<file path="src/sv/pfac_pkg.sv">
// Package: types and constants shared by the postfix code generator.
`default_nettype none
package pfac_pkg;

   // Operator characters
   localparam logic [7:0] SYM_ADD = 8'h2B;
   localparam logic [7:0] SYM_SUB = 8'h2D;
   localparam logic [7:0] SYM_MUL = 8'h2A;
   localparam logic [7:0] SYM_DIV = 8'h2F;

   // Instruction codes
   localparam logic [2:0] INSTR_LD   = 3'd0;
   localparam logic [2:0] INSTR_AD   = 3'd1;
   localparam logic [2:0] INSTR_SB   = 3'd2;
   localparam logic [2:0] INSTR_ML   = 3'd3;
   localparam logic [2:0] INSTR_DV   = 3'd4;
   localparam logic [2:0] INSTR_ST   = 3'd5;
   localparam logic [2:0] INSTR_NONE = 3'd6;

   // Error codes
   localparam logic [1:0] ERR_NONE  = 2'd0;
   localparam logic [1:0] ERR_UNDER = 2'd1;
   localparam logic [1:0] ERR_OVER  = 2'd2;
   localparam logic [1:0] ERR_TEMP  = 2'd3;

   localparam logic [7:0] TEMP_MAX = 8'd255;
   localparam int         ENTRY_W  = 9;

   typedef struct packed {
      logic [7:0] symbol;
      logic       end_of_expr;
   } req_word_type;

   typedef struct packed {
      logic [2:0] instr;
      logic       is_temp;
      logic [7:0] operand;
      logic [1:0] error;
      logic       last;
   } rsp_word_type;

   typedef struct packed {
      logic       is_temp;
      logic [7:0] value;
   } stack_entry_type;

   // One accepted character that causes results
   typedef struct packed {
      logic       valid;
      logic       is_op;     // 1: three words, 0: overflow error word
      logic [2:0] opcode;
      logic       err_left;
      logic       err_right;
      logic [7:0] temp_num;
      logic [1:0] err_store;
      logic [7:0] symbol;
   } issue_type;

endpackage
`default_nettype wire

</file>
<file path="src/sv/pfac_ram.sv">
// Generic single-write, dual-read RAM with registered read data.
`default_nettype none
module pfac_ram #(
   parameter int WIDTH = 9,
   parameter int DEPTH = 128
) (
   input  wire logic                     clock,
   input  wire logic                     wr_en,
   input  wire logic [$clog2(DEPTH)-1:0] wr_addr,
   input  wire logic [WIDTH-1:0]         wr_data,
   input  wire logic                     rd_en,
   input  wire logic [$clog2(DEPTH)-1:0] rd_addr_a,
   input  wire logic [$clog2(DEPTH)-1:0] rd_addr_b,
   output logic      [WIDTH-1:0]         rd_data_a,
   output logic      [WIDTH-1:0]         rd_data_b
);

   logic [WIDTH-1:0] mem [DEPTH];

   // read-first: a read of the entry being written returns old data
   always_ff @(posedge clock) begin
      if (wr_en) begin
         mem[wr_addr] <= wr_data;
      end
      if (rd_en) begin
         rd_data_a <= mem[rd_addr_a];
         rd_data_b <= mem[rd_addr_b];
      end
   end

endmodule
`default_nettype wire

</file>
<file path="src/sv/pfac_stack_ctrl.sv">
// Stack pointer, temporary counter and operand stack memory.
`default_nettype none
module pfac_stack_ctrl import pfac_pkg::*; #(
   parameter int STACK_DEPTH = 128
) (
   input  wire logic            clock,
   input  wire logic            reset,
   input  wire logic            accept,
   input  wire req_word_type    req_word,
   output issue_type            issue,
   output stack_entry_type      left_entry,
   output stack_entry_type      right_entry
);

   localparam int AW = $clog2(STACK_DEPTH);
   localparam int CW = $clog2(STACK_DEPTH + 1);

   logic [CW-1:0] count_ff, count_in;
   logic [7:0]    temp_ff, temp_in;

   logic          is_op;
   logic [2:0]    opcode;
   logic          err_left, err_right, temp_sat;
   logic [CW-1:0] count_m1, count_m2, count_pop;
   logic          push_op_ok, push_sym_ok;
   logic [7:0]    temp_next;
   logic [1:0]    err_store;
   logic          wr_en, rd_en;
   logic [CW-1:0] wr_ptr;
   logic [ENTRY_W-1:0] wr_data, rd_a, rd_b;

   always_comb begin
      is_op  = 1'b1;
      opcode = INSTR_LD;
      unique case (req_word.symbol)
         SYM_ADD: opcode = INSTR_AD;
         SYM_SUB: opcode = INSTR_SB;
         SYM_MUL: opcode = INSTR_ML;
         SYM_DIV: opcode = INSTR_DV;
         default: is_op = 1'b0;
      endcase
   end

   // two pops, then the temporary goes where the left operand was
   assign err_right   = (count_ff == '0);
   assign err_left    = (count_ff <= CW'(1));
   assign count_m1    = count_ff - CW'(1);
   assign count_m2    = count_ff - CW'(2);
   assign count_pop   = err_left ? '0 : count_m2;
   assign push_op_ok  = (count_pop < CW'(STACK_DEPTH));
   assign push_sym_ok = (count_ff < CW'(STACK_DEPTH));
   assign temp_sat    = (temp_ff == TEMP_MAX);
   assign temp_next   = temp_sat ? TEMP_MAX : temp_ff + 8'd1;

   always_comb begin
      priority if (temp_sat) begin
         err_store = ERR_TEMP;
      end else if (!push_op_ok) begin
         err_store = ERR_OVER;
      end else begin
         err_store = ERR_NONE;
      end
   end

   always_comb begin
      count_in = count_ff;
      temp_in  = temp_ff;
      if (accept) begin
         if (is_op) begin
            temp_in  = temp_next;
            count_in = push_op_ok ? count_pop + CW'(1) : count_pop;
         end else if (push_sym_ok) begin
            count_in = count_ff + CW'(1);
         end
         if (req_word.end_of_expr) begin
            count_in = '0;
            temp_in  = '0;
         end
      end
   end

   always_ff @(posedge clock) begin
      if (reset) begin
         count_ff <= '0;
         temp_ff  <= '0;
      end else begin
         count_ff <= count_in;
         temp_ff  <= temp_in;
      end
   end

   assign rd_en   = accept && is_op;
   assign wr_en   = accept && (is_op ? push_op_ok : push_sym_ok);
   assign wr_ptr  = is_op ? count_pop : count_ff;
   assign wr_data = is_op ? {1'b1, temp_next} : {1'b0, req_word.symbol};

   pfac_ram #(
      .WIDTH (ENTRY_W),
      .DEPTH (STACK_DEPTH)
   ) u_stack (
      .clock     (clock),
      .wr_en     (wr_en),
      .wr_addr   (wr_ptr[AW-1:0]),
      .wr_data   (wr_data),
      .rd_en     (rd_en),
      .rd_addr_a (count_m1[AW-1:0]),
      .rd_addr_b (count_m2[AW-1:0]),
      .rd_data_a (rd_a),
      .rd_data_b (rd_b)
   );

   assign right_entry = stack_entry_type'(rd_a);
   assign left_entry  = stack_entry_type'(rd_b);

   always_comb begin
      issue.valid     = accept && (is_op || !push_sym_ok);
      issue.is_op     = is_op;
      issue.opcode    = opcode;
      issue.err_left  = err_left;
      issue.err_right = err_right;
      issue.temp_num  = temp_next;
      issue.err_store = err_store;
      issue.symbol    = req_word.symbol;
   end

endmodule
`default_nettype wire

</file>
<file path="src/sv/pfac_emit.sv">
// Result sequencer: holds one issued item and emits its words.
`default_nettype none
module pfac_emit import pfac_pkg::*; (
   input  wire logic            clock,
   input  wire logic            reset,
   input  wire issue_type       issue,
   input  wire stack_entry_type left_entry,
   input  wire stack_entry_type right_entry,
   output logic                 busy,
   output logic                 rsp_valid,
   input  wire logic            rsp_stall,
   output rsp_word_type         rsp_word
);

   // word within an operator: LD left, op right, ST temporary
   typedef enum logic [1:0] {
      STEP_LD,
      STEP_OP,
      STEP_ST
   } step_type;

   logic         s1_valid_ff, s1_valid_in;
   issue_type    s1_ff, s1_in;
   step_type     step_ff, step_in;
   logic         out_valid_ff, out_valid_in;
   rsp_word_type out_ff, out_in;

   logic         out_load, emit, last_now;
   rsp_word_type word;

   assign out_load = !out_valid_ff || !rsp_stall;
   assign emit     = s1_valid_ff && out_load;
   assign last_now = !s1_ff.is_op || (step_ff == STEP_ST);
   assign busy     = s1_valid_ff && !(emit && last_now);

   always_comb begin
      word = '0;
      if (!s1_ff.is_op) begin
         word.instr   = INSTR_NONE;
         word.is_temp = 1'b0;
         word.operand = s1_ff.symbol;
         word.error   = ERR_OVER;
         word.last    = 1'b1;
      end else begin
         unique case (step_ff)
            STEP_LD: begin
               word.instr   = INSTR_LD;
               word.is_temp = s1_ff.err_left ? 1'b0 : left_entry.is_temp;
               word.operand = s1_ff.err_left ? 8'd0 : left_entry.value;
               word.error   = s1_ff.err_left ? ERR_UNDER : ERR_NONE;
            end
            STEP_OP: begin
               word.instr   = s1_ff.opcode;
               word.is_temp = s1_ff.err_right ? 1'b0 : right_entry.is_temp;
               word.operand = s1_ff.err_right ? 8'd0 : right_entry.value;
               word.error   = s1_ff.err_right ? ERR_UNDER : ERR_NONE;
            end
            default: begin
               word.instr   = INSTR_ST;
               word.is_temp = 1'b1;
               word.operand = s1_ff.temp_num;
               word.error   = s1_ff.err_store;
               word.last    = 1'b1;
            end
         endcase
      end
   end

   always_comb begin
      s1_valid_in  = s1_valid_ff;
      s1_in        = s1_ff;
      step_in      = step_ff;
      out_valid_in = out_valid_ff;
      out_in       = out_ff;
      if (out_load) begin
         out_valid_in = emit;
         out_in       = word;
      end
      if (issue.valid) begin
         s1_valid_in = 1'b1;
         s1_in       = issue;
         step_in     = STEP_LD;
      end else if (emit && last_now) begin
         s1_valid_in = 1'b0;
      end else if (emit) begin
         step_in = (step_ff == STEP_LD) ? STEP_OP : STEP_ST;
      end
   end

   always_ff @(posedge clock) begin
      if (reset) begin
         s1_valid_ff  <= 1'b0;
         out_valid_ff <= 1'b0;
      end else begin
         s1_valid_ff  <= s1_valid_in;
         out_valid_ff <= out_valid_in;
      end
      s1_ff   <= s1_in;
      step_ff <= step_in;
      out_ff  <= out_in;
   end

   assign rsp_valid = out_valid_ff;
   assign rsp_word  = out_ff;

endmodule
`default_nettype wire

</file>
<file path="src/sv/postfix_to_accumulator_code.sv">
// Top level: postfix expression to one-address (accumulator) code generator.
//  - req channel takes one character word per accept (req_valid high, req_stall low):
//    symbol and end_of_expr. rsp channel gives instruction words: instr, is_temp,
//    operand, error and last (set on the final word caused by a character).
//  - Operand characters are pushed onto the stack and give no word, except
//    on a full stack: then one error word (instr none, stack overflow).
//  - Operators + - * / give three words: LD left, op right, ST temporary.
//  - The first word of a character goes through the sequencer and output registers.
//  - An operand that is pushed gives no word and does not hold req_stall; words
//    leave one per cycle through the output register while rsp_stall is low.
//  - Stack pointer and temporary counter update at accept; both stack reads
//    and the temporary write hit the stack RAM in that same cycle, so a
//    following character sees the new stack with no interlock.
//  - The next character is taken in the cycle the last word of the current
//    one moves to the output register, even while that word waits there.
//  - rsp_stall holds the output word; the sequencer then stops and req_stall
//    rises once a character with pending words is held.
//  - Reset (synchronous) empties the stack and clears the temporary counter;
//    the stack RAM itself is not cleared. end_of_expr does the same after
//    its character's words are issued.
`default_nettype none
module postfix_to_accumulator_code import pfac_pkg::*; #(
   parameter int STACK_DEPTH = 128
) (
   input  wire logic         clock,
   input  wire logic         reset,
   input  wire logic         req_valid,
   output logic              req_stall,
   input  wire req_word_type req_word,
   output logic              rsp_valid,
   input  wire logic         rsp_stall,
   output rsp_word_type      rsp_word
);

   logic            accept;
   logic            busy;
   issue_type       issue;
   stack_entry_type left_entry, right_entry;

   assign req_stall = busy;
   assign accept    = req_valid && !busy;

   // stack pointer, temp counter, stack RAM
   pfac_stack_ctrl #(
      .STACK_DEPTH (STACK_DEPTH)
   ) u_stack_ctrl (
      .clock       (clock),
      .reset       (reset),
      .accept      (accept),
      .req_word    (req_word),
      .issue       (issue),
      .left_entry  (left_entry),
      .right_entry (right_entry)
   );

   // word sequencer and output register
   pfac_emit u_emit (
      .clock       (clock),
      .reset       (reset),
      .issue       (issue),
      .left_entry  (left_entry),
      .right_entry (right_entry),
      .busy        (busy),
      .rsp_valid   (rsp_valid),
      .rsp_stall   (rsp_stall),
      .rsp_word    (rsp_word)
   );

endmodule
`default_nettype wire

</file>
<file path="config.mk">
export PLATFORM = sky130hd
export DESIGN_NAME = postfix_to_accumulator_code
export DESIGN_NICKNAME = d
export VERILOG_FILES = /design/src/sv/pfac_pkg.sv /design/src/sv/pfac_ram.sv /design/src/sv/pfac_stack_ctrl.sv /design/src/sv/pfac_emit.sv /design/src/sv/postfix_to_accumulator_code.sv
export SDC_FILE = /design/constraint.sdc
export NUM_CORES = 2
export LEC_CHECK = 0
export BUFFER_PORTS_ARGS = -buffer_cell sky130_fd_sc_hd__buf_2
export CORE_ASPECT_RATIO = 1.2
export CORE_MARGIN = 2
export CORE_UTILIZATION = 47
export DETAILED_ROUTE_END_ITERATION = 10
export GPL_TIMING_DRIVEN = 0
export PLACE_DENSITY_LB_ADDON = 0.15
export SETUP_SLACK_MARGIN = 0.2
export SLEW_MARGIN = 0
export SYNTH_ARGS = -nofsm -noshare
export SYNTH_HDL_FRONTEND = slang
export SYNTH_SLANG_ARGS = --single-unit
</file>
<file path="constraint.sdc">
create_clock -name clock -period 15.6 [get_ports clock]
set_clock_uncertainty 0.2 [all_clocks]
set_input_delay 0.78 -clock clock [delete_from_list [all_inputs] [get_ports clock]]
set_output_delay 0.78 -clock clock [all_outputs]
set_load 0.02 [all_outputs]
</file>
## After elaboration in Yosys (flattened, before gate mapping)

Memory sizes are Yosys's and may differ from the RTL's. A register that Yosys moved wholly into a read port is not among the register bits.
Index checks and enable logic that the tools add are counted.

| storage, ports and cells | value |
|---|---|
| flip-flop bits (word level) | 59 |
| input bits | 13 |
| memory bits (writable) | 1152 |
| memories kept | 1 |
| bits in read-only memories | 0 |
| bits in latches | 0 |
| output and inout port bits | 17 |

| operators by class | value |
|---|---|
| reduce and logical (&&, ||, !) cells | 26 |
| eq/ne operators | 7 |
| divide/modulo/power cells | 0 |
| order comparisons | 3 |
| multiply operators | 0 |
| add/subtract/negate cells | 5 |
| shifts and indexed selects | 0 |
| mux-type cells | 28 |
| bitwise gates (word level) | 1 |

Memories:

| memory | words | bits a word | read ports | clocked after Yosys merged registers in | wr ports | RTL line | source |
|---|---|---|---|---|---|---|---|
| u_stack_ctrl.u_stack.mem | 128 | 9 | 2 | 2 | 1 | pfac_ram.sv:18 | `logic [WIDTH-1:0] mem [DEPTH];` |

Operator list:

| operator | count |
|---|---|
| $mux 8 | 10 |
| $eq 8x6->1 const B | 4 |
| $pmux 14 s2 | 1 |
| $add 8x1->8 const B | 3 |
| $lt 8x8->1 const B | 2 |
| $pmux 3 s4 | 1 |
| $mux 1 | 11 |
| $mux 11 | 1 |
| $mux 9 | 1 |
| $eq 8x8->1 const B | 1 |
| $le 8x1->1 const B | 1 |
| $logic_not 8->1 | 1 |
| $sub 8x2->8 const B | 1 |
| $logic_and 1x1->1 | 7 |
| $mux 7 | 1 |
| $sub 7x1->7 const B | 1 |
| $logic_not 1->1 | 6 |
| $reduce_and 2->1 | 3 |
| $mux 2 | 2 |
| $reduce_bool 2->1 | 2 |
| $reduce_or 4->1 | 1 |
| $logic_or 1x1->1 | 3 |
| $reduce_bool 3->1 | 1 |
| $eq 2x1->1 const B | 1 |
| other kinds (4) | 4 |

## Logic depth before layout (Yosys ltp)

| depth | value |
|---|---|
| depth in word-level cells | 11 |
| gate-level depth with buffers | 16 |
| mapped depth without buffers | 12 |

## Cells and area by module

A second synthesis with hierarchy kept.

| second synthesis, totals | value |
|---|---|
| cell total of the unflattened synthesis | 2681 |
| area, all modules | 57471.4 um^2 |

Modules (own cells, without submodules):

| module | times used | area an instance (um^2) | cells an instance |
|---|---|---|---|
| pfac_ram | 1 | 53877.9 | 2297 |
| pfac_stack_ctrl | 1 | 1935.6 | 270 |
| pfac_emit | 1 | 1644.1 | 113 |
| postfix_to_accumulator_code | 1 | 13.8 | 1 |

## Worst setup path before layout

No wires, ideal clock.

| timing | value |
|---|---|
| kind | input port to flip-flop |
| from | input port req_word[8] (netlist bit) |
| to | memory u_stack_ctrl.u_stack.mem[0][3], data pin |
| stages on the path | 7 |
| required time | 14493 ps |
| arrival | 7610 ps |
| library setup time | 907 ps |
| path slack | 6883 ps |
| cell sequence | or4b_4 nor2_8 nand2_4 inv_2 buf_2 buf_1 a31oi_1 |

RTL lines:

| element | RTL line | source |
|---|---|---|
| start, declared | postfix_to_accumulator_code.sv:29 | `input wire req_word_type req_word,` |
| end, declared | pfac_ram.sv:18 |  |

## Final worst setup path

| timing | value |
|---|---|
| from | register u_stack_ctrl.count_ff[0] |
| to | register u_stack_ctrl.u_stack.rd_data_a[6], read port of u_stack_ctrl.u_stack.mem, data pin |

| between the ends | value |
|---|---|
| longest elaborated chain between the ends | 1 |

Ends and longest elaborated chain:

| element | RTL line | source |
|---|---|---|
| start, declared | pfac_stack_ctrl.sv:18 | `logic [CW-1:0] count_ff, count_in;` |
| start signal, assigned | pfac_stack_ctrl.sv:87 | `count_ff <= count_in;` |
| $sub 7x1->7 | pfac_stack_ctrl.sv:47 | `assign count_m1 = count_ff - CW'(1);` |
| end, declared | pfac_ram.sv:14 | `output logic [WIDTH-1:0] rd_data_a,` |

Every way passes these cells.
A chain may end at the register's enable or synchronous reset.

==> run metrics <==
Clock transition at path regs 70 ps; CP startpoint kind flip-flop; Top delay family on crit path buffers and inverters; relative slew slack -4.47%; GR peak layer met2; Ys Warns 0; mean area per synthesized cell 15.7 um^2; number of global-route vias before repair 38,000; GP Congestion 0.990; post-CTS sizing 0; Slew Limit Fails 43; final-stage net count 3,933; CTS buffer count 130; core area 123,000 um^2; H-tree levels 4; Die Height 391 um; fin worst setup slack 7720 ps; crit path capture type flip-flop; fraction of registers with async set/reset 0%; Final min period 7880 ps; final instance area 65,400 um^2; Fill cells 10,100; unrepaired setup endpoints after global routing false; Slowest cell on crit path clkbuf_1; post-place instance area 61,300 um^2; critical path class reg -> reg; Area growth syn-to-layout 11.7%; Req. time, crit path 15,890 ps; row cnt 141; cells along the critical path inv_2, clkbuf_1, buf_1, ha_1, xor2_1, nor2_1, clkbuf_1, clkbuf_1, a22oi_1, nand3_1, nand3_1, o32a_1, o211a_1; die width 326 um; largest net degree at the start of global routing 81; Num Clock Sinks 1,229; Avg WL per Cell 37.8 um; DP HPWL 152 mm; post-CTS setup buffer count 0; Max Root-Sink Buffers 3; post-synthesis sequential area ratio 62.7%; max incr delay on CP 1100 ps; Worst VDD drop 0.0890 mV; first-pass GRT wire length 293 mm; Total GRT Usage 33.2%; die area 127,000 um^2; met2 Use GR 53.1%; worst hold margin 30.9 ps; TritonRoute pass-1 iters 6; commonest non-fill, non-tap cells in the layout edfxtp_1 (1,209), mux2i_1 (867), nor2_1 (186); Worst EP arrival 8170 ps; final worst path period share 50.5%; Global Route met1 Usage 41.0%; vias per inst 6.82; Synth cell types 68; leakage 20.5 nW; status finished, violations left; IO Count 30; Post-Syn Nets 3,751; WP buf/inv 5; ys flop type edfxtp_1; total power 7.60 mW; 1st-iter DRT viols 5,223; Hold WC Path Type in -> reg; layout cells sized above 1 14.5%; via count 38,600; Fmax 0.127 GHz; total grt overflow 0; Post-synth EDFFs 1,209; Max FO, Critical Path 11; final setup vio count 0; failing checks capacitance limit, slew limit; Cells after Synth 3,729; CTS Root Cell clkbuf_16; initial core utilization 47.5%; initial antenna violation count 9; DRC violations left 0; Port Buf Inserts 28; Worst Tran Pin Value 1570 ps; Max-cap violations 6; Pwr per Cell Area 116 nW/um^2; number of synthesized register bits 1,229; Final Hold Viols 0; leading cell type in the layout, fill and taps excluded edfxtp_1; clk_lat worst skew 780 ps; most frequent CP cell clkbuf_1; Place WS 8170 ps; antenna viol nets, final 0; Post-Syn Area 58,500 um^2; drt total wl 214 mm; met3 usage 6.91%; TritonCTS clock tree yes
==> final cells by class <==
| type | count | area, um^2 | share of cell area (%) |
|---|---|---|---|
| flip-flops and latches | 1229 | 36700 | 56.2 |
| well taps | 1644 | 2060 | 3.15 |
| repair buffers | 50 | 611 | 0.934 |
| multi-input cells | 2192 | 20600 | 31.5 |
| plain buffers | 291 | 1280 | 1.96 |
| inverters | 17 | 63.8 | 0.0976 |
| clock inverters | 53 | 423 | 0.647 |
| diodes | 2 | 5.00 | 0.00766 |
| clock buffers | 173 | 3650 | 5.59 |
==> cells in the mapped netlist, types with 6 or more instances <==
library cell | count | area (um^2)
clkbuf_1 | 119 | 447
o22ai_1 | 56 | 350
nor2b_1 | 12 | 75.1
inv_1 | 14 | 52.6
nand2b_1 | 6 | 37.5
nor3_1 | 22 | 110
dfxtp_1 | 20 | 400
a21oi_1 | 39 | 195
mux4_2 | 180 | 4050
ha_1 | 9 | 113
o211ai_1 | 13 | 97.6
or4_1 | 11 | 82.6
nand2_1 | 60 | 225
a221oi_1 | 161 | 1410
and3_1 | 7 | 43.8
o211a_1 | 8 | 80.1
xor2_1 | 9 | 78.8
a32oi_1 | 10 | 87.6
nand3_1 | 82 | 410
a22o_1 | 127 | 1110
a22oi_1 | 153 | 1150
nor2_1 | 190 | 713
mux2_2 | 9 | 101
a32o_1 | 20 | 200
a31oi_1 | 14 | 87.6
xnor2_1 | 17 | 149
a211oi_1 | 9 | 67.6
and4_1 | 10 | 87.6
mux2i_1 | 867 | 8680
buf_2 | 129 | 646
buf_1 | 38 | 143
edfxtp_1 | 1209 | 36300
nor2_2 | 6 | 37.5
nand4_1 | 8 | 50.1
o21ai_0 | 17 | 85.1
o32a_1 | 9 | 90.1
==> state kept, by name (all words and copies together) (netlist names) <==
name	flops
u_stack_ctrl.temp_ff	8
u_emit.rsp_word	15
u_emit.s1_valid_ff	1
u_stack_ctrl.count_ff	8
u_emit.s1_ff	24
u_stack_ctrl.u_stack.mem	1152
u_emit.rsp_valid	1
u_stack_ctrl.u_stack.rd_data_a	9
u_emit.step_ff	2
u_stack_ctrl.u_stack.rd_data_b	9
==> worst paths after layout <==
check                                             start                                          end  slack (ps)  depth (start not counted)
setup / recovery  u_stack_ctrl.count_ff[0]$_SDFFE_PP0P_  u_stack_ctrl.u_stack.rd_data_a[6]$_DFFE_PP_        7720                         13
hold / removal                              req_word[6]                    u_emit.s1_ff[5]$_DFFE_PP_          30                          1
setup reg to reg  u_stack_ctrl.count_ff[0]$_SDFFE_PP0P_  u_stack_ctrl.u_stack.rd_data_a[6]$_DFFE_PP_        7720                         13
hold reg to reg              u_emit.s1_ff[22]$_DFFE_PP_            u_emit.rsp_word[14]$_SDFFCE_PN1N_         330                          1
==> power breakdown <==
| part | internal, mW | switching [mW] | leakage (nW) |
|---|---|---|---|
| combinational | 0.279 | 0.639 | 7.35 |
| sequential | 3.64 | 0.00406 | 11.1 |
| clock | 1.74 | 1.30 | 2.00 |
| total | 5.66 | 1.94 | 20.5 |
==> cell families after synthesis <==
logic type      after synthesis  share of synthesized area [%]
fa+ha+maj                     9                          0.192
simple gates                432                           3.46
xor+xnor                     26                          0.389
flops                      1229                           62.7
compound gates              669                           9.02
buf+inv                     308                           2.30
mux                        1056                           21.9
==> stage by stage <==
step                cells  utilization, %   TNS, ps
floorplan            3729               -         0
global placement     5401            49.2  -1022600
detailed placement   5421            49.7         0
CTS                  5649            53.0         0
global route         5649            53.0         0
finish               5651            53.0         0
==> timing repair <==
item | CTS | global route
hold buffers | 2 | 0
endpoints found under the setup margin | 0 | 0
endpoints found under the hold margin | 2 | 0
==> routing by layer <==
metal	vias up	share of wire, %
li1	15800	-
met1	19900	37
met2	2273	47
met3	580	8.8
met4	4	7.7
met5	-	0.013
Note: power is estimated with default switching activity, not from simulation.
